==> src/rtl/core/assert_macros.svh <==
// Assertion macros shared by the LED chase sequencer RTL.
// No dependencies; the macros collapse to nothing when SYNTHESIS is defined.
`ifndef ASSERT_MACROS_SVH
`define ASSERT_MACROS_SVH
`ifndef SYNTHESIS
// Checks that a property holds at every rising clock edge outside reset.
`define ASSERT_PROP(lbl, clk, rst_n, prop, msg) \
	lbl: assert property (@(posedge clk) disable iff (!(rst_n)) (prop)) else $error(msg);
// Checks that an expression is never true outside reset.
`define ASSERT_NEVER(lbl, clk, rst_n, expr, msg) \
	lbl: assert property (@(posedge clk) disable iff (!(rst_n)) !(expr)) else $error(msg);
`else
`define ASSERT_PROP(lbl, clk, rst_n, prop, msg)
`define ASSERT_NEVER(lbl, clk, rst_n, expr, msg)
`endif
`endif

==> src/rtl/core/lcps_pkg.sv <==
// Types and constants of the LED chase pattern sequencer.
// No dependencies; used by lcps_step and led_chase_pattern_sequencer_top.
`default_nettype none

package lcps_pkg;

	localparam int ADDR_W  = 8;
	localparam int DELAY_W = 10;
	localparam int PHASE_W = 4;
	localparam int CFG_IDX_W = 4;
	localparam int CFG_DATA_W = 10;

	typedef enum logic [CFG_IDX_W-1:0] {
		REG_LIGHT_COUNT   = 4'd0,
		REG_PATTERN_SEL   = 4'd1,
		REG_SPEED_SEL     = 4'd2,
		REG_SPEED_ONE_MIN = 4'd3,
		REG_SPEED_ONE_MAX = 4'd4,
		REG_SPEED_TWO_MIN = 4'd5,
		REG_SPEED_TWO_MAX = 4'd6,
		REG_DELAY_DEC     = 4'd7
	} reg_index_t;

	localparam logic PAT_SWEEP  = 1'b0;
	localparam logic PAT_CENTRE = 1'b1;

	localparam logic [1:0] SPEED_ONE = 2'd0;
	localparam logic [1:0] SPEED_TWO = 2'd1;

	localparam logic [ADDR_W-1:0]  RST_LIGHT_COUNT   = 8'd16;
	localparam logic               RST_PATTERN_SEL   = PAT_SWEEP;
	localparam logic [1:0]         RST_SPEED_SEL     = SPEED_ONE;
	localparam logic [DELAY_W-1:0] RST_SPEED_ONE_MIN = 10'd20;
	localparam logic [DELAY_W-1:0] RST_SPEED_ONE_MAX = 10'd200;
	localparam logic [DELAY_W-1:0] RST_SPEED_TWO_MIN = 10'd10;
	localparam logic [DELAY_W-1:0] RST_SPEED_TWO_MAX = 10'd100;
	localparam logic [DELAY_W-1:0] RST_DELAY_DEC     = 10'd10;

	typedef struct packed {
		logic [ADDR_W-1:0]  light_count;
		logic               pattern_select;
		logic [1:0]         speed_select;
		logic [DELAY_W-1:0] speed_one_min_ms;
		logic [DELAY_W-1:0] speed_one_max_ms;
		logic [DELAY_W-1:0] speed_two_min_ms;
		logic [DELAY_W-1:0] speed_two_max_ms;
		logic [DELAY_W-1:0] delay_decrement_ms;
	} cfg_t;

	typedef struct packed {
		logic [ADDR_W-1:0]  sweep_position;
		logic [ADDR_W-1:0]  sweep_previous;
		logic [ADDR_W-1:0]  upper_position;
		logic [ADDR_W-1:0]  upper_previous;
		logic [ADDR_W-1:0]  lower_position;
		logic [ADDR_W-1:0]  lower_previous;
		logic               sweep_running;
		logic [PHASE_W-1:0] program_phase;
		logic               half_toggle;
		logic [DELAY_W-1:0] current_delay;
	} state_t;

	// All results of one step: up to four commands, or one idle result.
	typedef struct packed {
		logic                   has_cmd;
		logic [1:0]             last_idx;
		logic [3:0][ADDR_W-1:0] addr;
		logic [3:0]             light_on;
		logic [DELAY_W-1:0]     delay;
	} step_res_t;

endpackage

`default_nettype wire

==> src/rtl/core/lcps_step.sv <==
// Step logic of the LED chase sequencer: next pattern state and the commands of one tick.
// Depends on lcps_pkg.
`default_nettype none

module lcps_step #(
	parameter int FIRST_ADDRESS = 1,
	parameter int SWEEP_REPEATS = 3
) (
	input  lcps_pkg::cfg_t      cfg_i,
	input  lcps_pkg::state_t    state_i,
	output lcps_pkg::state_t    state_o,
	output lcps_pkg::step_res_t res_o
);

	localparam logic [lcps_pkg::ADDR_W-1:0]  FIRST = lcps_pkg::ADDR_W'(FIRST_ADDRESS);
	localparam logic [lcps_pkg::PHASE_W-1:0] REP1  = lcps_pkg::PHASE_W'(SWEEP_REPEATS);
	localparam logic [lcps_pkg::PHASE_W-1:0] REP2  = lcps_pkg::PHASE_W'(2 * SWEEP_REPEATS);
	localparam logic [lcps_pkg::PHASE_W-1:0] REP3  = lcps_pkg::PHASE_W'(3 * SWEEP_REPEATS);

	lcps_pkg::state_t    ns;
	lcps_pkg::step_res_t res;
	logic [lcps_pkg::ADDR_W-1:0]  n;
	logic [lcps_pkg::ADDR_W-1:0]  half_n;
	logic [lcps_pkg::DELAY_W-1:0] lo_lim;
	logic [lcps_pkg::DELAY_W-1:0] hi_lim;
	logic                         do_sweep;
	logic                         go_back;
	logic                         sw_done;
	logic                         use_speed;

	assign n      = cfg_i.light_count;
	assign half_n = n >> 1;

	always_comb begin
		ns        = state_i;
		res       = '0;
		do_sweep  = 1'b0;
		go_back   = 1'b0;
		sw_done   = 1'b0;
		use_speed = 1'b1;
		lo_lim    = cfg_i.speed_one_min_ms;
		hi_lim    = cfg_i.speed_one_max_ms;

		case (cfg_i.speed_select)
			lcps_pkg::SPEED_ONE: begin
				lo_lim = cfg_i.speed_one_min_ms;
				hi_lim = cfg_i.speed_one_max_ms;
			end
			lcps_pkg::SPEED_TWO: begin
				lo_lim = cfg_i.speed_two_min_ms;
				hi_lim = cfg_i.speed_two_max_ms;
			end
			default: use_speed = 1'b0;
		endcase

		if (cfg_i.pattern_select == lcps_pkg::PAT_SWEEP) begin
			if (state_i.program_phase < REP1) begin
				do_sweep = 1'b1;
			end else if (state_i.program_phase < REP2) begin
				do_sweep = 1'b1;
				go_back  = 1'b1;
			end else if (state_i.program_phase < REP3) begin
				do_sweep = 1'b1;
				go_back  = state_i.half_toggle;
			end

			if (do_sweep) begin
				if (!ns.sweep_running) begin
					ns.sweep_running  = 1'b1;
					ns.sweep_position = go_back ? n : FIRST;
					ns.sweep_previous = go_back ? FIRST : n;
				end
				res.has_cmd     = 1'b1;
				res.last_idx    = 2'd1;
				res.addr[0]     = ns.sweep_previous;
				res.light_on[0] = 1'b0;
				res.addr[1]     = ns.sweep_position;
				res.light_on[1] = 1'b1;
				ns.sweep_previous = ns.sweep_position;
				if (!go_back && (ns.sweep_position < n)) begin
					ns.sweep_position = ns.sweep_position + 8'd1;
				end else if (go_back && (ns.sweep_position > FIRST)) begin
					ns.sweep_position = ns.sweep_position - 8'd1;
				end else begin
					ns.sweep_running = 1'b0;
					sw_done          = 1'b1;
				end

				// In the mixed phases a forward pass only flips the half; the
				// following backward pass closes the pair.
				if (sw_done) begin
					if (state_i.program_phase < REP2) begin
						ns.program_phase = state_i.program_phase + 4'd1;
					end else if (!go_back) begin
						ns.half_toggle = 1'b1;
					end else begin
						ns.half_toggle   = 1'b0;
						ns.program_phase = state_i.program_phase + 4'd1;
					end
				end
			end else begin
				ns.program_phase = '0;
				if (use_speed) begin
					if (state_i.current_delay > lo_lim) begin
						if ((state_i.current_delay - lo_lim) < cfg_i.delay_decrement_ms) begin
							ns.current_delay = lo_lim;
						end else begin
							ns.current_delay = state_i.current_delay - cfg_i.delay_decrement_ms;
						end
					end else begin
						ns.current_delay = hi_lim;
					end
				end
			end
		end else begin
			if (!state_i.half_toggle) begin
				if (!ns.sweep_running) begin
					ns.sweep_running  = 1'b1;
					ns.upper_position = half_n + 8'd1;
					ns.upper_previous = n;
					ns.lower_position = half_n;
					ns.lower_previous = FIRST;
				end
			end else begin
				if (!ns.sweep_running) begin
					ns.sweep_running  = 1'b1;
					ns.upper_position = n;
					ns.upper_previous = half_n + 8'd1;
					ns.lower_position = FIRST;
					ns.lower_previous = half_n;
				end
			end

			res.has_cmd     = 1'b1;
			res.last_idx    = 2'd3;
			res.addr[0]     = ns.upper_previous;
			res.light_on[0] = 1'b0;
			res.addr[1]     = ns.lower_previous;
			res.light_on[1] = 1'b0;
			res.addr[2]     = ns.upper_position;
			res.light_on[2] = 1'b1;
			res.addr[3]     = ns.lower_position;
			res.light_on[3] = 1'b1;
			ns.upper_previous = ns.upper_position;
			ns.lower_previous = ns.lower_position;

			if (!state_i.half_toggle) begin
				if (ns.upper_position < n) begin
					ns.upper_position = ns.upper_position + 8'd1;
					ns.lower_position = ns.lower_position - 8'd1;
				end else begin
					ns.half_toggle   = 1'b1;
					ns.sweep_running = 1'b0;
				end
			end else begin
				if (ns.lower_position < half_n) begin
					ns.upper_position = ns.upper_position - 8'd1;
					ns.lower_position = ns.lower_position + 8'd1;
				end else begin
					ns.half_toggle   = 1'b0;
					ns.sweep_running = 1'b0;
				end
			end

			if (use_speed) begin
				ns.current_delay = lo_lim;
			end
		end

		res.delay = ns.current_delay;
	end

	assign state_o = ns;
	assign res_o   = res;

endmodule

`default_nettype wire

==> src/rtl/core/led_chase_pattern_sequencer_top.sv <==
// LED chase pattern sequencer, top level: handshakes, configuration registers,
// pattern state and the result register. Depends on lcps_pkg, lcps_step and
// assert_macros.svh.
//
// Usage:
// - Input channel (in_valid, in_stall, step_tick): one transaction per step
//   tick. A tick of 0 is consumed and yields nothing.
// - Output channel (out_valid, out_stall, result fields): one transaction per
//   result. A tick yields one idle result (command_valid low), two sweep
//   commands or four pair commands; last_of_step marks the final one.
// - Configuration (cfg_valid, cfg_ready, cfg_index, cfg_data): cfg_ready is
//   always high; write only while no tick is in flight.
// Flow: a tick accepted into the input register is loaded into the result
// register once that is free, and its results are handed out from there.
// Throughput: the result register hands out one result per cycle while
// out_stall is low; a tick has 1, 2 or 4 results, and the next tick is
// accepted while the previous results drain.
// Reset clears the channels, restores the register defaults and the pattern
// state. When out_stall is high the current result holds, and in_stall rises
// once the input register also holds a nonzero tick.
`default_nettype none

module led_chase_pattern_sequencer_top #(
	parameter int FIRST_ADDRESS    = 1,
	parameter int SWEEP_REPEATS    = 3,
	parameter int DEFAULT_DELAY_MS = 200
) (
	input  logic                               clk,
	input  logic                               arst_n,
	input  logic                               in_valid,
	output logic                               in_stall,
	input  logic                               step_tick,
	output logic                               out_valid,
	input  logic                               out_stall,
	output logic                               command_valid,
	output logic [lcps_pkg::ADDR_W-1:0]        light_address,
	output logic                               light_on,
	output logic [lcps_pkg::DELAY_W-1:0]       next_delay_ms,
	output logic                               last_of_step,
	input  logic                               cfg_valid,
	output logic                               cfg_ready,
	input  logic [lcps_pkg::CFG_IDX_W-1:0]     cfg_index,
	input  logic [lcps_pkg::CFG_DATA_W-1:0]    cfg_data
);

	`include "assert_macros.svh"

	lcps_pkg::cfg_t      cfg_q;
	lcps_pkg::state_t    state_q;
	lcps_pkg::state_t    state_rst;
	lcps_pkg::state_t    state_next;
	lcps_pkg::step_res_t step_res;
	lcps_pkg::step_res_t res_q;

	logic       valid_s1;
	logic       tick_s1;
	logic       res_valid_q;
	logic [1:0] idx_q;
	logic       out_take;
	logic       last_take;
	logic       res_free;
	logic       s1_go;
	logic       load;
	logic       in_take;

	lcps_step #(
		.FIRST_ADDRESS(FIRST_ADDRESS),
		.SWEEP_REPEATS(SWEEP_REPEATS)
	) u_step (
		.cfg_i  (cfg_q),
		.state_i(state_q),
		.state_o(state_next),
		.res_o  (step_res)
	);

	assign cfg_ready = 1'b1;

	assign out_take  = res_valid_q && !out_stall;
	assign last_take = out_take && (idx_q == res_q.last_idx);
	assign res_free  = !res_valid_q || last_take;
	// A zero tick leaves the input register without waiting for the results.
	assign s1_go     = valid_s1 && (!tick_s1 || res_free);
	assign load      = valid_s1 && tick_s1 && res_free;
	assign in_stall  = valid_s1 && !s1_go;
	assign in_take   = in_valid && !in_stall;

	// Pattern state after reset: everything clear except the step delay.
	always_comb begin
		state_rst               = '0;
		state_rst.current_delay = lcps_pkg::DELAY_W'(DEFAULT_DELAY_MS);
	end

	always_ff @(posedge clk or negedge arst_n) begin
		if (!arst_n) begin
			cfg_q.light_count        <= lcps_pkg::RST_LIGHT_COUNT;
			cfg_q.pattern_select     <= lcps_pkg::RST_PATTERN_SEL;
			cfg_q.speed_select       <= lcps_pkg::RST_SPEED_SEL;
			cfg_q.speed_one_min_ms   <= lcps_pkg::RST_SPEED_ONE_MIN;
			cfg_q.speed_one_max_ms   <= lcps_pkg::RST_SPEED_ONE_MAX;
			cfg_q.speed_two_min_ms   <= lcps_pkg::RST_SPEED_TWO_MIN;
			cfg_q.speed_two_max_ms   <= lcps_pkg::RST_SPEED_TWO_MAX;
			cfg_q.delay_decrement_ms <= lcps_pkg::RST_DELAY_DEC;
		end else if (cfg_valid && cfg_ready) begin
			case (cfg_index)
				lcps_pkg::REG_LIGHT_COUNT:   cfg_q.light_count        <= cfg_data[7:0];
				lcps_pkg::REG_PATTERN_SEL:   cfg_q.pattern_select     <= cfg_data[0];
				lcps_pkg::REG_SPEED_SEL:     cfg_q.speed_select       <= cfg_data[1:0];
				lcps_pkg::REG_SPEED_ONE_MIN: cfg_q.speed_one_min_ms   <= cfg_data;
				lcps_pkg::REG_SPEED_ONE_MAX: cfg_q.speed_one_max_ms   <= cfg_data;
				lcps_pkg::REG_SPEED_TWO_MIN: cfg_q.speed_two_min_ms   <= cfg_data;
				lcps_pkg::REG_SPEED_TWO_MAX: cfg_q.speed_two_max_ms   <= cfg_data;
				lcps_pkg::REG_DELAY_DEC:     cfg_q.delay_decrement_ms <= cfg_data;
				default: ;
			endcase
		end
	end

	always_ff @(posedge clk or negedge arst_n) begin
		if (!arst_n) begin
			state_q <= state_rst;
		end else if (load) begin
			state_q <= state_next;
		end
	end

	always_ff @(posedge clk or negedge arst_n) begin
		if (!arst_n) begin
			valid_s1 <= 1'b0;
		end else if (in_take) begin
			valid_s1 <= 1'b1;
		end else if (s1_go) begin
			valid_s1 <= 1'b0;
		end
	end

	always_ff @(posedge clk) begin
		if (in_take) begin
			tick_s1 <= step_tick;
		end
		if (load) begin
			res_q <= step_res;
		end
	end

	always_ff @(posedge clk or negedge arst_n) begin
		if (!arst_n) begin
			res_valid_q <= 1'b0;
			idx_q       <= '0;
		end else if (load) begin
			res_valid_q <= 1'b1;
			idx_q       <= '0;
		end else if (last_take) begin
			res_valid_q <= 1'b0;
		end else if (out_take) begin
			idx_q <= idx_q + 2'd1;
		end
	end

	assign out_valid     = res_valid_q;
	assign command_valid = res_q.has_cmd;
	assign light_address = res_q.addr[idx_q];
	assign light_on      = res_q.light_on[idx_q];
	assign next_delay_ms = res_q.delay;
	assign last_of_step  = (idx_q == res_q.last_idx);

	`ASSERT_PROP(a_idx_in_range, clk, arst_n, out_valid |-> (idx_q <= res_q.last_idx), "result index past last")
	`ASSERT_NEVER(a_stall_without_item, clk, arst_n, in_stall && !valid_s1, "input stalled while register empty")
	`ASSERT_PROP(a_load_presents, clk, arst_n, load |=> (out_valid && (idx_q == 2'd0)), "loaded step not presented")
	`ASSERT_PROP(a_idle_single, clk, arst_n, (out_valid && !command_valid) |-> last_of_step, "idle step not single")

endmodule

`default_nettype wire
==> config.mk <==
export PLATFORM = sky130hd
export DESIGN_NAME = led_chase_pattern_sequencer_top
export DESIGN_NICKNAME = d
export VERILOG_FILES = /design/src/rtl/core/lcps_pkg.sv /design/src/rtl/core/lcps_step.sv /design/src/rtl/core/led_chase_pattern_sequencer_top.sv
export VERILOG_INCLUDE_DIRS = /design/src /design/src/rtl/core
export SDC_FILE = /design/constraint.sdc
export NUM_CORES = 1
export LEC_CHECK = 0
export BUFFER_PORTS_ARGS = -buffer_cell sky130_fd_sc_hd__buf_2
export CAP_MARGIN = 10
export CORE_UTILIZATION = 63
export DETAILED_ROUTE_END_ITERATION = 16
export PLACE_DENSITY = 0.81
export RECOVER_POWER = 100
export REMOVE_ABC_BUFFERS = 1
export SLEW_MARGIN = 5
export SYNTH_ARGS = -nofsm -noshare
export SYNTH_HDL_FRONTEND = slang
export SYNTH_SLANG_ARGS = --single-unit
==> constraint.sdc <==
create_clock -name clk -period 5.16 [get_ports clk]
set_input_delay 0.258 -clock clk [delete_from_list [all_inputs] [get_ports clk]]
set_output_delay 0.258 -clock clk [all_outputs]
set_load 0.05 [all_outputs]
# ---- Yosys cells after proc, flatten, opt, wreduce, memory -nomap -nowiden
# Cells that the tools add are included.
dict set report word_totals {
  reg_bits 179
  out_inout_bits 24
  wordCells 176
}
dict set report classes {
  addsub 11
  magnitude_cmp 10
  n_eq_ne 13
  n_mux 71
  bitwise_logic 1
  n_reduce_logical 39
}
# op n
set ops {}
lappend ops {{two-way mux 33 bit} 4}
lappend ops {{two-way mux 8 bit} 11}
lappend ops {{two-way mux 16 bit} 5}
lappend ops {{two-way mux 10 bit} 7}
lappend ops {{two-way mux 1 bit} 31}
lappend ops {{adder 8 x 1 -> 8 bit, second input constant} 3}
lappend ops {{subtractor 8 x 1 -> 8 bit, second input constant} 3}
lappend ops {{AND reduction 2 bit} 11}
lappend ops {{subtractor 10 bit} 2}
lappend ops {{binary-select mux 8 bit (select 2 bit)} 1}
lappend ops {{equality test 4 x 3 -> 1 bit, second input constant} 4}
lappend ops {{< comparator 8 bit} 2}
lappend ops {{two-way mux 4 bit} 3}
lappend ops {{two-way mux 11 bit} 1}
lappend ops {{> comparator 10 bit} 1}
lappend ops {{< comparator 10 bit} 1}
lappend ops {{two-way mux 2 bit} 5}
lappend ops {{nonzero test 2 bit} 5}
lappend ops {{logical AND 1 bit} 9}
lappend ops {{adder 7 x 1 -> 8 bit, second input constant} 1}
lappend ops {{equality test 4 x 2 -> 1 bit, second input constant} 2}
lappend ops {{> comparator 8 x 1 -> 1 bit, second input constant} 1}
lappend ops {{< comparator 8 x 7 -> 1 bit} 1}
lappend ops {{AND reduction 4 bit} 2}
lappend ops {{22 further kinds} 29}

# ---- Longest topological paths before layout
# Gate-level depths: netlist (run 1).
dict set report logic_depth {
  word_depth 18
  depth_mapped 24
  mapped_depth_nobuf 20
}

# ---- Cells and area by module
# Synthesis (run 1) repeated with hierarchy kept, for this count alone.
dict set report hier_totals {
  hier_cells 1162
  area_unflattened_um2 12020.3
}
# module instances cells_per_inst area_per_inst_um2 seq_area_each_um2
set modules_own_cells {}
lappend modules_own_cells {led_chase_pattern_sequencer_top 1 378 6993.0 4749.6}
lappend modules_own_cells {lcps_step 1 784 5027.3 0.0}

# ---- Worst setup path after synthesis (run 1)
# Ideal clock, no wire load.
dict set report synth_timing {
  path_type {flip-flop to flip-flop}
  startpoint {register cfg_q[51] (netlist name)}
  endpoint {register res_q, in the netlist next_delay_ms[9] (data pin)}
  setup_time_ps 256
  arrival_time_ps 4446
  required_time_ps 4904
  setup_slack_ps 458
  path_stages_with_launch 24
  n_path_buf 4
  period_less_slack_ps 4702
  path_cell_list {dfrtp_1 -> buf_6 -> nor2b_4 -> buf_6 -> buf_12 -> mux2i_1 -> inv_1 -> ha_1 -> inv_1 -> ha_1 -> inv_1 -> o211ai_1 -> a221oi_1 -> or3_4 -> xnor2_1 -> ha_1 -> a21o_1 -> a2111oi_0 -> o21ai_0 -> a221o_1 -> clkbuf_1 -> or2_2 -> a21o_1 -> a31o_2}
}
# item line
set synth_rtl {}
lappend synth_rtl {{start, declared} led_chase_pattern_sequencer_top.sv:48} ;# lcps_pkg::cfg_t cfg_q;
lappend synth_rtl {{end signal, assigned} led_chase_pattern_sequencer_top.sv:141} ;# res_q <= step_res;
lappend synth_rtl {{end, declared} led_chase_pattern_sequencer_top.sv:53} ;# lcps_pkg::step_res_t res_q;

==> impl_summary.md, run 1 <==
Status
The flow ran to the end, but the final reports show violations. The final reports fail on capacitance limit, slew limit.

Timing
The transition time at the pin with the least slew margin is 4030 ps. In the finished design, the share of the clock period the worst path needs comes to 95.1%. The shortest period the worst path allows is 4900 ps.

The maximum operating frequency is 0.204 GHz. Setup repair after global routing left no endpoint under its margin. The number of max-slew violations in the final report came to 101. The final count of negative-setup-slack endpoints is 0.

The setup skew after layout is 11.3 ps. The post-route worst hold slack is 37.4 ps. The total negative slack is 0 ps.

The worst slew slack as a fraction of its limit is -169%. The hold violation count in the final report is 0.

Clocking
In this run, CTS created clock tree buffers numbering 17. The root buffer cell is sky130_fd_sc_hd__clkbuf_16. The count of clock tree sinks is 176.

The clock-pin slew of the registers on the worst-case setup and hold paths is 70 ps. Clock latency on the worst-skew pair, taken at its later pin, is around 450 ps. CTS built an H-tree with a depth of 4.

The CTS tree is built. Post-CTS timing repair inserted 0 buffers for setup. The clock passes through at most 2 buffers.

Route
The number of vias per cell is ~6.5. Across all layers, the routed design uses 8927 vias. The first detailed-routing pass ran for 6 iterations. The first routing iteration left 1254 violations. For this run, design rule violations remaining after detail routing come to 0. The detail route stage leaves a number of antenna-violating nets equal to 0. The wire length per cell after detailed routing is 20.9 um. Summed over all layers, the routed wires come to 28500 um.

GRT
The initial antenna violation count is 0. The via count of the first global-routing pass was 8292. The maximum number of pins on one net before global-route repair is 70. For this run, the total global-route usage over all layers was measured as between 30 and 40%.

Summed over all layers, the global routing overflow is 0. The first-pass GRT wire length is 45700 um.

Synth
After synthesis, the share of flip-flops with an asynchronous set or reset is 73.3%. In this run, synthesis inferred between 40 and 50 flip-flops with an integrated enable. The count of mapped cells out of synthesis is 1108.

The sequential area share after synthesis is a little over two fifths. The combined area of all synthesized cells is 11000 um2. Summing the areas of all compound-gate instances in the mapped netlist gives between 10% and 20% of the synthesized area.

sky130_fd_sc_hd__dfrtp_1 takes more of the synthesized area than any other cell. After Yosys synthesis, XOR and XNOR cells account for 2.84% of the synthesized area. In this run the mean area of a mapped cell was 9.96 um2.

The simple-gate portion of the synthesized area is 13.9%. The combinational family with the most area after synthesis is compound AO/OA/AOI/OAI gates. The share of synthesized cell area in full adder, half adder and majority cells is 6.53%. In this run, synthesis produced a sequential element count of roughly 180.

The share of cell area taken by muxes after synthesis is 11.9%. The top flip-flop cell by instance count after synthesis is sky130_fd_sc_hd__dfrtp_1. The share of Yosys cell area claimed by the top area cell type is 25.6%.

The number of distinct library cells after synthesis is between 80 and 90. The total number of yosys warnings is 0. After synthesis, the cell types taking the most area are sky130_fd_sc_hd__dfrtp_1, sky130_fd_sc_hd__edfxtp_1, sky130_fd_sc_hd__mux2_2.

Flow run
The number of max-cap violations is 2.

Final layout
In the final layout, flip-flops and latches occupy 4660 um2. The multi-input combinational cells in the finished layout cover a total of 5800 um2. The area growth from synthesis to layout is 7.62%. The number of antenna cells inserted is 0.

Cells fill 69.2% of the core in the end. The fraction of final layout cells with drive strength greater than 1 is between 15 and 20%. The layout net count is 1203. With fillers left out, the area of the finished cells amounts to around 12000 um2.

The filler cells instantiated in the layout total approximately 1300.

Critical path
STA puts the critical path data arrival time at 5100 ps. The worst setup path is launched from a flip-flop. The worst register-to-register path ends at next_delay_ms[4]. The worst setup path is of the flip-flop to flip-flop kind. Across all register-to-register paths, the minimum setup slack is roughly 260 ps. The worst setup path is captured at a flip-flop. The origin of the critical flop-to-flop path is cfg_q[51].

At the worst endpoint, the required time is 5360 ps. The maximum fanout along the worst path is 20. Measured in cells, the most critical reg-to-reg path has a length of 15.

Floorplanning
During I/O placement, the number of pins put on the boundary was 44. The standard-cell row count is 48. After floorplanning, the core was sized to cover 17200 um2.

The initial standard-cell utilization of the core is 64.3%. The die is between 100 and 150 um wide. The die is 134 um tall. The floorplan step defined a die boundary enclosing 18100 um2.

Power and ir drop
In this run the power density over the cells is 677 nW/um2. In this run the static leakage power is ~5 nW. The internal power of the cells totals about 4.3 mW.

Of the total power, the clock network draws 16.5%. The fraction of power spent switching nets is 46.3%. The combinational share of power is 55.5%.

The share of total power dissipated in sequential elements is 28.0%. The maximum vdd drop is 0.341 mV. The net switching component of the power is 3.72 mW.

Placement
At the end of routability-driven placement, the weighted congestion stood at 0.975. The number of port buffers is 42. The sum of net half-perimeters after detailed placement is 19600 um. Once placement finished, the instance area stood at 11300 um2.

Hold path
The startpoint of the worst hold path is in_valid. The min-delay analysis places its worst path in the category input port to flip-flop. For hold timing, the worst endpoint is valid_s1. The worst hold path was traced through 2 stages.
[through the flow]
stage | setup WS [ps] | total power, mW | cells
2_1_floorplan | 293 | 5.47 | 1043
6_report | 255 | 8.04 | 1364
5_1_grt | 3.15 | 8.57 | 1364
4_1_cts | 114 | 7.98 | 1364
3_5_place_dp | 203 | 6.60 | 1330
3_3_place_gp | 336 | 6.47 | 1330
[how the worst max path moves through the flow]
stage	start	endpoint	slack [ps]	cells after the start
CTS	cfg_q[51]	next_delay_ms[4]	110	15
global placement	cfg_q[51]	next_delay_ms[3]	340	15
detailed placement	cfg_q[51]	next_delay_ms[3]	200	15
global route	cfg_q[51]	next_delay_ms[4]	3	15
finish	cfg_q[51]	next_delay_ms[4]	260	15
floorplan	cfg_q[51]	next_delay_ms[9]	290	19
[placed cells by master, fill, tap and decap left out, types with 7 or more instances in the layout]
cell / n
sky130_fd_sc_hd__clkbuf_16: 19
sky130_fd_sc_hd__o31a_1: 8
sky130_fd_sc_hd__nor3_1: 17
sky130_fd_sc_hd__o22ai_1: 11
sky130_fd_sc_hd__o221ai_1: 8
sky130_fd_sc_hd__dfrtp_1: 112
sky130_fd_sc_hd__buf_2: 18
sky130_fd_sc_hd__clkbuf_1: 33
sky130_fd_sc_hd__a21o_1: 15
sky130_fd_sc_hd__edfxtp_1: 47
sky130_fd_sc_hd__or2_2: 7
sky130_fd_sc_hd__xor2_1: 12
sky130_fd_sc_hd__nand4_1: 7
sky130_fd_sc_hd__a22o_1: 11
sky130_fd_sc_hd__nand2b_1: 14
sky130_fd_sc_hd__a31oi_1: 7
sky130_fd_sc_hd__dfstp_2: 16
sky130_fd_sc_hd__nand3_1: 18
sky130_fd_sc_hd__xnor2_1: 22
sky130_fd_sc_hd__a21oi_1: 39
sky130_fd_sc_hd__o21a_1: 10
sky130_fd_sc_hd__inv_1: 54
sky130_fd_sc_hd__nor2_1: 86
sky130_fd_sc_hd__a221oi_1: 7
sky130_fd_sc_hd__buf_4: 9
sky130_fd_sc_hd__mux4_2: 8
sky130_fd_sc_hd__o211ai_1: 11
sky130_fd_sc_hd__mux2_2: 65
sky130_fd_sc_hd__o31ai_1: 10
sky130_fd_sc_hd__nand2_1: 121
sky130_fd_sc_hd__mux2i_1: 31
sky130_fd_sc_hd__o21ai_0: 89
sky130_fd_sc_hd__ha_1: 56
[repair_timing]
item | CTS | global route
resized for setup | 0 | 2
setup endpoints to repair | 0 | 8
hold endpoints to repair | 66 | 0
hold buffers | 2 | 0
[critical path, stage by stage, from the launching register on]
cell                        delay, ps
sky130_fd_sc_hd__dfrtp_1          510
sky130_fd_sc_hd__nor2b_4          240
sky130_fd_sc_hd__buf_6            280
sky130_fd_sc_hd__mux2i_1          350
sky130_fd_sc_hd__ha_1             260
sky130_fd_sc_hd__inv_1             70
sky130_fd_sc_hd__or4_1            540
sky130_fd_sc_hd__a31oi_1          320
sky130_fd_sc_hd__xor2_1           120
sky130_fd_sc_hd__ha_1             200
sky130_fd_sc_hd__a2111oi_0        320
sky130_fd_sc_hd__o21ai_0          160
sky130_fd_sc_hd__a221o_2          520
sky130_fd_sc_hd__mux2_2           300
sky130_fd_sc_hd__mux2i_1          100
sky130_fd_sc_hd__a221o_1          360
[logic make-up after synthesis]
logic type / after synthesis
compound gates: 283
simple gates: 325
xor+xnor: 35
fa+ha+maj: 57
buf+inv: 122
flops: 176
mux: 109
other cells: 1
[power groups by stage]
stage / clock (mW) / combinational (mW) / sequential (mW)
2_1_floorplan: 0 / 3.17 / 2.30
3_3_place_gp: 0 / 4.23 / 2.23
3_5_place_dp: 0 / 4.35 / 2.25
4_1_cts: 1.33 / 4.42 / 2.24
5_1_grt: 1.39 / 4.89 / 2.29
6_report: 1.33 / 4.46 / 2.25
[cells in the mapped netlist, drive strengths merged (7+ instances only)]
master and instances:
buf 42, nor2 86, xnor2 23, xor2 12, o221ai 8, nor3 17
a21o 15, or2 7, a21boi 7, nand2 121, a22o 11, ha 56
o21a 10, o21ai 89, edfxtp 47, a221oi 7, o22ai 11, clkbuf 23
a21oi 39, dfrtp 113, mux2i 34, nand2b 14, o211ai 11, a31oi 7
dfstp 16, inv 54, o31a 8, mux2 67, nand4 7, o31ai 11
nand3 18, mux4 8
[flip-flops by register name, indices dropped and copies added, names as in the netlist]
name,flops
cfg_q,61
idx_q,2
next_delay_ms,10
out_valid,1
res_q,36
state_q,64
tick_s1,1
valid_s1,1
[layer usage]
metal,global-route usage (%),wire (um),up-vias
li1,-,-,4072
met1,49.1,12200,4265
met2,49.0,12700,529
met3,7.56,3000,61
met4,9.86,552,0
met5,0,0,-
[layout make-up]
| class | count | share of cell area (%) |
|---|---|---|
| Clock buffer | 19 | 4.00 |
| Inverter | 57 | 1.80 |
| Multi-Input combinational cell | 810 | 48.8 |
| Sequential cell | 176 | 39.2 |
| Clock inverter | 13 | 1.10 |
| Timing Repair Buffer | 64 | 2.67 |
| Tap cell | 225 | 2.37 |
Note: power is estimated with default switching activity, not from simulation.
==> run 2: changes to the inputs <==
--- a/config.mk
+++ b/config.mk
@@ -8,2 +8,3 @@
 export LEC_CHECK = 0
+export ABC_AREA = 1
 export BUFFER_PORTS_ARGS = -buffer_cell sky130_fd_sc_hd__buf_2
@@ -11,2 +12,3 @@
 export CORE_UTILIZATION = 63
+export CTS_CLUSTER_DIAMETER = 200
 export DETAILED_ROUTE_END_ITERATION = 16
==> constraint.sdc (replaced) <==
create_clock -name clk -period 5.16 [get_ports clk]
set_input_delay 0.774 -clock clk [delete_from_list [all_inputs] [get_ports clk]]
set_output_delay 0.774 -clock clk [all_outputs]
set_load 0.05 [all_outputs]
==> impl_summary.md, run 2 <==
Status
The run finished, with violations left. The checks that failed: capacitance limit, slew limit.

Timing
The worst slew slack as a fraction of its limit is -49.1% (+120 points). The transition time at the pin with the least slew margin was 2240 ps (-1790 ps). The total negative slack was 0 ps (unchanged). The hold violation count in the final report is 0 (unchanged). The maximum operating frequency was 0.206 GHz (+0.96%). The final count of negative-setup-slack endpoints was 0 (unchanged). The final clock period utilization by the worst path is 94.1% (-0.90 points). Setup repair after global routing left no endpoint under its margin.

The post-route worst hold slack is 483 ps (+446 ps). The number of max-slew violations in the final report is 162 (+60%). The shortest period the worst path allows is 4860 ps (-46.7 ps). The setup skew after layout came to 11.9 ps (+0.600 ps).

Power and ir drop
The overall power after layout is 8.08 mW (+0.45%). The maximum vdd drop came to 0.396 mV (+16%). The cell area power density is 664 nW/um2 (-1.9%). The cell leakage power is 5.78 nW (+14%).

Route
The number of iterations in the first detailed-routing pass is 5 (-1). The number of vias per cell is 6.00 (-8.4%). The wire length per cell after detailed routing was 17.7 um (-15%). The aggregate routed wire length is 31000 um (+8.8%).

The violation count after the first detailed-routing iteration came to 1467 (+17%). The detailed-route via count is 10499 (+18%). The total DRC errors in the routed layout was 0 (unchanged). The post-detailed-route count of antenna-violating nets is 0 (unchanged).

Floorplanning
The initial standard-cell utilization of the core was 65.3% (+1.0 points). The number of ports placed on the die boundary is 44 (unchanged). The standard-cell row count is 48 (unchanged).

The overall die area is 18700 um2 (+3.7%). The standard cell core area came to 17500 um2 (+2.1%). The width of the die is 137 um (+1.8%).

The die extent in y is 137 um (+1.8%).

Critical path
The worst register-to-register path ends at state_q[14]. The most common cell type on the critical path is sky130_fd_sc_hd__nand2_1. The worst stage delay on the critical path is 810 ps (+270 ps). The startpoint identified for the worst register-to-register timing path is state_q[10]. The count of buffering cells on the critical path with inverters included is 3 (+1). The worst setup path is captured at a flip-flop. The arrival time at the worst endpoint came to 5210 ps (+110 ps).

The maximum fanout along the worst path is 20 (unchanged). Traced cell by cell, the critical path runs through buf_4 -> inv_1 -> o21ai_0 -> nand2_8 -> o21ai_0 -> inv_1 -> ha_1 -> or2_2 -> o211ai_1 -> nor2_1 -> nand4_1 -> nand2_2 -> nand2_1 -> nand2_1 -> nand2_4 -> nand2_1 -> o21ai_1. The critical path is of the flip-flop to flip-flop type. The depth of the worst register-to-register path is 17 (+2). The worst path required time is 5520 ps (+160 ps). The largest individual stage delay along the critical path comes from the cell sky130_fd_sc_hd__o21ai_0. The kind of start point of the critical path is a flip-flop. The cell class contributing the biggest share of worst-path delay is compound AO/OA/AOI/OAI gates. The setup slack on the worst flop-to-flop path is 300 ps (+50 ps).

GRT
The total track usage is 34.9% (+1.6 points). The global-route congestion overflow total is 0 (unchanged). The initial antenna violation count is 1 (+1).

The maximum number of pins on one net before global-route repair was 92 (+31%). The first-pass GRT wire length is 49100 um (+7.5%). The via count of the first global-routing pass was 9381 (+13%).

Clocking
The number of CTS-inserted buffers is 17 (unchanged). The number of hold buffers added after CTS is 0 (-2). The later-pin clock latency in the skew report came to 450 ps (about the same).

The quantity of gates resized following cts was 0 (unchanged). The largest buffer count on any clock path is 2 (unchanged). The number of setup buffers added after CTS is 0 (unchanged). The clock-pin slew of the registers on the worst-case setup and hold paths came to 70 ps (about the same).

The count of clock tree sinks is 176 (unchanged). The CTS tree is built. The depth of the CTS H-tree is 4 (unchanged).

The root buffer cell is sky130_fd_sc_hd__clkbuf_16.

Hold path
The type of the most critical hold path is flip-flop to flip-flop. The worst hold path begins at state_q[61]. The sink of the worst hold path is state_q[61]. The number of instances on the worst hold path is 2 (unchanged).

Final layout
The most common library cell in the layout ignoring fill and taps is sky130_fd_sc_hd__nand2_1. The utilization after layout is 69.3% (+0.17 points). The area growth from synthesis to layout is 6.17%. In the final layout, the registers with the most flip-flops are state_q: 64 flops, cfg_q: 61 flops, res_q: 36 flops.

The number of filler cells placed in the layout came to 1459 (+13%). The number of flip-flops in the largest register is 64 (unchanged). The fraction of final layout cells with drive strength greater than 1 is 8.85% (-6.4 points). The number of antenna cells inserted is 0 (unchanged). The layout net count is 1590 (+32%).

More flip-flops sit in one register than any other, and that register is state_q. In the layout the commonest cells are sky130_fd_sc_hd__nand2_1, sky130_fd_sc_hd__inv_1, sky130_fd_sc_hd__o21ai_0, sky130_fd_sc_hd__nor2_1, sky130_fd_sc_hd__dfrtp_1. The final instance area is 12200 um2 (+2.3%).

Synth
The share of Yosys cell area claimed by the top area cell type is 24.7% (-0.92 points). The most frequently used cell type in the post-synthesis netlist is sky130_fd_sc_hd__nand2_1. Ranked by total cell area, the synthesized netlist is headed by sky130_fd_sc_hd__dfrtp_1, sky130_fd_sc_hd__nand2_1, sky130_fd_sc_hd__edfxtp_1.

The flip-flop and latch count after synthesis is 176 (unchanged). The share of flip-flops with an asynchronous set or reset is 73.3% (unchanged). The number of flops mapped to enable cells by yosys is 47 (unchanged). The combined area of all synthesized cells was 11500 um2 (+3.7%). Ranked by instance count, the synthesized netlist is headed by sky130_fd_sc_hd__nand2_1, sky130_fd_sc_hd__inv_1, sky130_fd_sc_hd__o21ai_0, sky130_fd_sc_hd__nor2_1, sky130_fd_sc_hd__dfrtp_1. The top cell type by total area after synthesis is sky130_fd_sc_hd__dfrtp_1.

The number of distinct library cells after synthesis is 58 (-35%). The total number of yosys warnings came to 0 (unchanged). The count of mapped cells out of synthesis is 1507 (+36%). The sequential area share after synthesis is 40.7% (-1.5 points). The average cell area after synthesis is 7.60 um2 (-24%). Among all flip-flop cells after synthesis, the most frequent one is sky130_fd_sc_hd__dfrtp_1.

Placement
The post-detailed-placement cell area is 11700 um2 (+3.1%). The global placement routability congestion is 0.998 (+2.3%). The number of port buffers is 42 (unchanged). The sum of net half-perimeters after detailed placement came to 22500 um (+15%).

Flow run
The number of max-cap violations is 3 (+1).
run 2: cell count changes after synthesis, sizes merged, moves of 14 or more:
cell / before / now
a21oi: 39 / 69
nor2: 86 / 136
o21ai: 89 / 150
mux2: 67 / 0
a21o: 15 / 1
inv: 54 / 168
xnor2: 23 / 7
mux2i: 34 / 3
nand2b: 14 / 0
nand3: 18 / 100
nand2: 121 / 442
run 2: worst max path at each step:
| stage | start | endpoint | slack (ps) | cells after the start |
|---|---|---|---|---|
| floorplan | res_q[46] | state_q[25] | 1030 | 10 |
| finish | state_q[10] | state_q[14] | 300 | 17 |
| global route | cfg_q[51] | next_delay_ms[6] | 40 | 25 |
| global placement | cfg_q[51] | next_delay_ms[6] | 550 | 24 |
| CTS | cfg_q[51] | next_delay_ms[2] | 410 | 23 |
| detailed placement | cfg_q[51] | next_delay_ms[9] | 440 | 25 |
run 2: cell type report:
cell class | count | area (um2) | area share (%)
clock buffer | 19 | 454 | 3.73
tap | 225 | 282 | 2.32
sequential | 176 | 4660 | 38.3
inverter | 170 | 643 | 5.29
clock inverter | 13 | 139 | 1.14
multi-input combinational | 1095 | 5740 | 47.2
timing repair buffer | 53 | 240 | 1.98
run 2: cell families (layout without fill, tap and decap cells):
family	after synthesis	in the layout	synth area share, %
buffers and inverters	236	255	8.73
multiplexers	3	3	0.262
XOR/XNOR	27	27	2.06
adder cells (fa/ha/maj)	57	57	6.29
AND/OR/NAND/NOR	728	728	27.5
AO/OA/AOI/OAI	279	279	14.5
other	1	1	0.0327
flip-flops	176	176	40.7
run 2: through the flow:
| step | cells | worst slack, ps |
|---|---|---|
| CTS | 1751 | 410 |
| global placement | 1719 | 553 |
| global route | 1751 | 35.0 |
| detailed placement | 1719 | 440 |
| finish | 1751 | 302 |
| floorplan | 1441 | 1030 |
run 2: report_power, final:
| part | switching (mW) | internal (mW) | total [mW] | leakage, nW |
|---|---|---|---|---|
| registers | 0.278 | 1.88 | 2.15 | 2.02 |
| logic | 3.22 | 1.39 | 4.61 | 3.47 |
| clock network | 0.632 | 0.677 | 1.31 | 0.291 |
| total | 4.13 | 3.95 | 8.08 | 5.78 |
run 2: layer usage:
metal	global-route usage, %	vias to the layer above	part of all wire [%]
li1	-	4953	-
met1	51.8	4883	44
met2	48.7	587	41
met3	10.5	74	13
met4	10.3	2	2.1
met5	0	-	0.039
run 2: worst register-to-register path: stages, from the launching register on:
cell	delay, ps
sky130_fd_sc_hd__dfrtp_1	330
sky130_fd_sc_hd__buf_4	260
sky130_fd_sc_hd__inv_1	420
sky130_fd_sc_hd__o21ai_0	730
sky130_fd_sc_hd__nand2_8	260
sky130_fd_sc_hd__o21ai_0	820
sky130_fd_sc_hd__inv_1	290
sky130_fd_sc_hd__ha_1	370
sky130_fd_sc_hd__or2_2	320
sky130_fd_sc_hd__o211ai_1	90
sky130_fd_sc_hd__nor2_1	80
sky130_fd_sc_hd__nand4_1	180
sky130_fd_sc_hd__nand2_2	130
sky130_fd_sc_hd__nand2_1	90
sky130_fd_sc_hd__nand2_1	90
sky130_fd_sc_hd__nand2_4	120
sky130_fd_sc_hd__nand2_1	90
sky130_fd_sc_hd__o21ai_1	110
==> run 3: changes to the inputs <==
CORE_UTILIZATION = 65   (was 63)
PLACE_DENSITY = 0.83   (was 0.81)
clock period = 5.9 ns   (was 5.16 ns; I/O delays follow)
==> impl_summary.md, run 3 (synthesis results as in run 2) <==
Clocking
The number of CTS-inserted buffers is 17 (unchanged). The quantity of gates resized following cts is 0 (unchanged). The number of hold buffers added after CTS is 0 (unchanged).

TritonCTS built the clock tree. The number of setup buffers added after CTS is 0 (unchanged). The largest buffer count on any clock path was 2 (unchanged).

The clock-pin slew of the registers on the worst-case setup and hold paths came to 80 ps (about the same). The count of clock tree sinks is 176 (unchanged). The root buffer cell is sky130_fd_sc_hd__clkbuf_16.

The depth of the CTS H-tree is 4 (unchanged). The later-pin clock latency in the skew report is 450 ps (about the same).

GRT
The initial antenna violation count was 0 (-1). The maximum number of pins on one net before global-route repair was 83 (-9.8%). The via count of the first global-routing pass is 9319 (-0.66%). The total track usage was 36.6% (+1.7 points). The global-route congestion overflow total is 0 (unchanged).

The first-pass GRT wire length is 50300 um (+2.3%).

Route
The met3 wire length is 3720 um (-7.3%). The wire length per cell after detailed routing is 18.3 um (+3.5%). The violation count after the first detailed-routing iteration was 1103 (-25%). The detailed-route via count is 10388 (-1.1%).

The total length of routed met2 wires is 13200 um (+4.8%). The number of vias per cell is 5.94 (-0.89%). The total DRC errors in the routed layout is 0 (unchanged). The met1 layer wirelength in the final routing is 14500 um (+5.9%). The post-detailed-route count of antenna-violating nets is 0 (unchanged). The topmost layer with routed signal wires is met4. The number of iterations in the first detailed-routing pass is 5 (unchanged). The aggregate routed wire length is 32000 um (+3.3%).

Final layout
In the layout the commonest cells are sky130_fd_sc_hd__nand2_1, sky130_fd_sc_hd__inv_1, sky130_fd_sc_hd__o21ai_0, sky130_fd_sc_hd__nor2_1, sky130_fd_sc_hd__dfrtp_1. The register with the most flip-flops is state_q. The fraction of final layout cells with drive strength greater than 1 came to 9.00% (+0.15 points). The number of flip-flops in the largest register is 64 (unchanged). The final instance area is 12200 um2 (unchanged). The layout net count is 1587 (-0.19%). The area growth from synthesis to layout came to 6.17% (unchanged).

In the final layout, the registers with the most flip-flops are state_q: 64 flops, cfg_q: 61 flops, res_q: 36 flops. The most common library cell in the layout ignoring fill and taps is sky130_fd_sc_hd__nand2_1. The number of antenna cells inserted is 0 (unchanged). The post-layout instance count excluding filler cells came to 1748 (-0.17%).

Timing
The hold violation count in the final report is 0 (unchanged). The number of max-slew violations in the final report was 180 (+11%). The post-route worst hold slack is 486 ps (+3.17 ps). The shortest period the worst path allows is 5470 ps (+617 ps). The total negative slack is 0 ps (unchanged). The final clock period utilization by the worst path was 92.8% (-1.4 points). The worst slew slack as a fraction of its limit is -201% (-150 points).

The final count of negative-setup-slack endpoints is 0 (unchanged). The transition time at the pin with the least slew margin was 4520 ps (+2280 ps). The maximum operating frequency is 0.183 GHz (-11%). The worst-case setup margin in the final layout is 425 ps (+123 ps). The setup skew after layout is 13.8 ps (+1.88 ps). Setup repair after global routing left no endpoint under its margin.

Critical path
The worst path required time is 6260 ps (+740 ps). STA classifies the critical path startpoint as a flip-flop. The arrival time at the worst endpoint is 5840 ps (+630 ps). The depth of the worst register-to-register path is 16 (-1). The maximum fanout along the worst path was 20 (unchanged). STA classifies the critical path endpoint as a flip-flop.

By startpoint and endpoint, the worst setup path is classified as flip-flop to flip-flop.

Floorplanning
The width of the die is 135 um (-1.5%). The standard-cell row count was 48 (unchanged). The initial standard-cell utilization of the core is 66.4% (+1.1 points). The number of ports placed on the die boundary is 44 (unchanged).

The die extent in y was 135 um (-1.5%). The overall die area is 18200 um2 (-3.0%). The standard cell core area is 17200 um2 (-1.7%).

Power and ir drop
The register share of total power is 26.6% (about the same). The fraction of power spent switching nets was 51.8% (+0.64 points). The cell area power density is 585 nW/um2 (-12%). The fraction of power consumed by the clock network is 16.0% (-0.2 points).

The cell leakage power is 5.79 nW (+0.18%). The net switching component of the power is 3.68 mW (-11%). The internal power came to 3.43 mW (-13%).

The maximum vdd drop came to 0.307 mV (-23%). The combinational share of power is 57.3% (+0.2 points).

Hold path
The number of instances on the worst hold path is 2 (unchanged). In this run the worst hold path is classified as flip-flop to flip-flop.

Placement
The worst setup timing slack at the placement stage is 1030 ps (+587 ps). The number of port buffers was 42 (unchanged). The global placement routability congestion was 0.999 (about the same). The number of placed cells counting well taps is 1715 (-0.23%). The post-detailed-placement cell area was 11700 um2 (-0.21%). The sum of net half-perimeters after detailed placement is 23300 um (+3.5%).

Flow run
The number of max-cap violations is 5 (+2).

Status
The flow ran to the end, but the final reports show violations. The checks that failed: capacitance limit, slew limit.
run 3: cell types whose count changed in the layout (fill, tap and decap cells not counted), moves of 2 or more:
cell                       change
sky130_fd_sc_hd__buf_4         -2
sky130_fd_sc_hd__clkinv_8      +3
sky130_fd_sc_hd__inv_1         -2
sky130_fd_sc_hd__inv_2         +2
sky130_fd_sc_hd__inv_8         -3
sky130_fd_sc_hd__o21ai_0       +2
sky130_fd_sc_hd__o21ai_1       -2
run 3: worst paths after layout:
kind | from | end | slack (ps)
worst max-delay path | state_q[10] | state_q[14] | 430
worst min-delay path | state_q[29] | state_q[29] | 490
worst max register to register | state_q[10] | state_q[14] | 430
worst min register to register | state_q[29] | state_q[29] | 490
max in group asynchronous | arst_n | state_q[58] | 1320
min in group asynchronous | arst_n | state_q[23] | 2030
run 3: cell type report:
cell class	count	area, um2
Fill cell	1415	5080
Clock inverter	14	165
Multi-Input combinational cell	1095	5760
Tap cell	225	282
Clock buffer	18	430
Inverter	170	643
Sequential cell	176	4660
Timing Repair Buffer	50	220
run 3: per-layer routing:
layer | track usage [%] | up-vias
met5 | 0 | -
li1 | - | 4956
met1 | 55.9 | 4836
met2 | 50.5 | 538
met4 | 10.3 | 0
met3 | 10.2 | 58
run 3: worst max-delay path, stage by stage (launching register included):
cell	delay, ps
sky130_fd_sc_hd__dfrtp_1	790
sky130_fd_sc_hd__inv_1	630
sky130_fd_sc_hd__o21ai_0	760
sky130_fd_sc_hd__nand2_8	260
sky130_fd_sc_hd__o21ai_0	1360
sky130_fd_sc_hd__ha_1	440
sky130_fd_sc_hd__nand3_1	100
sky130_fd_sc_hd__nand2_1	100
sky130_fd_sc_hd__nand4_1	120
sky130_fd_sc_hd__nand3b_1	80
sky130_fd_sc_hd__nand2_1	110
sky130_fd_sc_hd__nand2_1	170
sky130_fd_sc_hd__nand2_1	100
sky130_fd_sc_hd__nand2_1	100
sky130_fd_sc_hd__nand2_4	110
sky130_fd_sc_hd__nand2_1	60
sky130_fd_sc_hd__o21ai_1	80
run 3: power by group through the flow:
stage | Clock, mW | Sequential [mW] | Combinational [mW]
after floorplan | 0 | 1.90 | 2.85
after global placement | 0 | 1.89 | 3.88
after detailed placement | 0 | 1.90 | 3.95
after CTS | 1.14 | 1.88 | 3.98
after global routing | 1.19 | 1.93 | 4.52
final | 1.14 | 1.89 | 4.08
run 3: stage by stage:
step,power [mW],util [%]
after detailed placement,5.85,67.6
after global routing,7.63,70.6
after global placement,5.77,67.6
final,7.11,70.6
after floorplan,4.75,-
after CTS,7.01,71.1
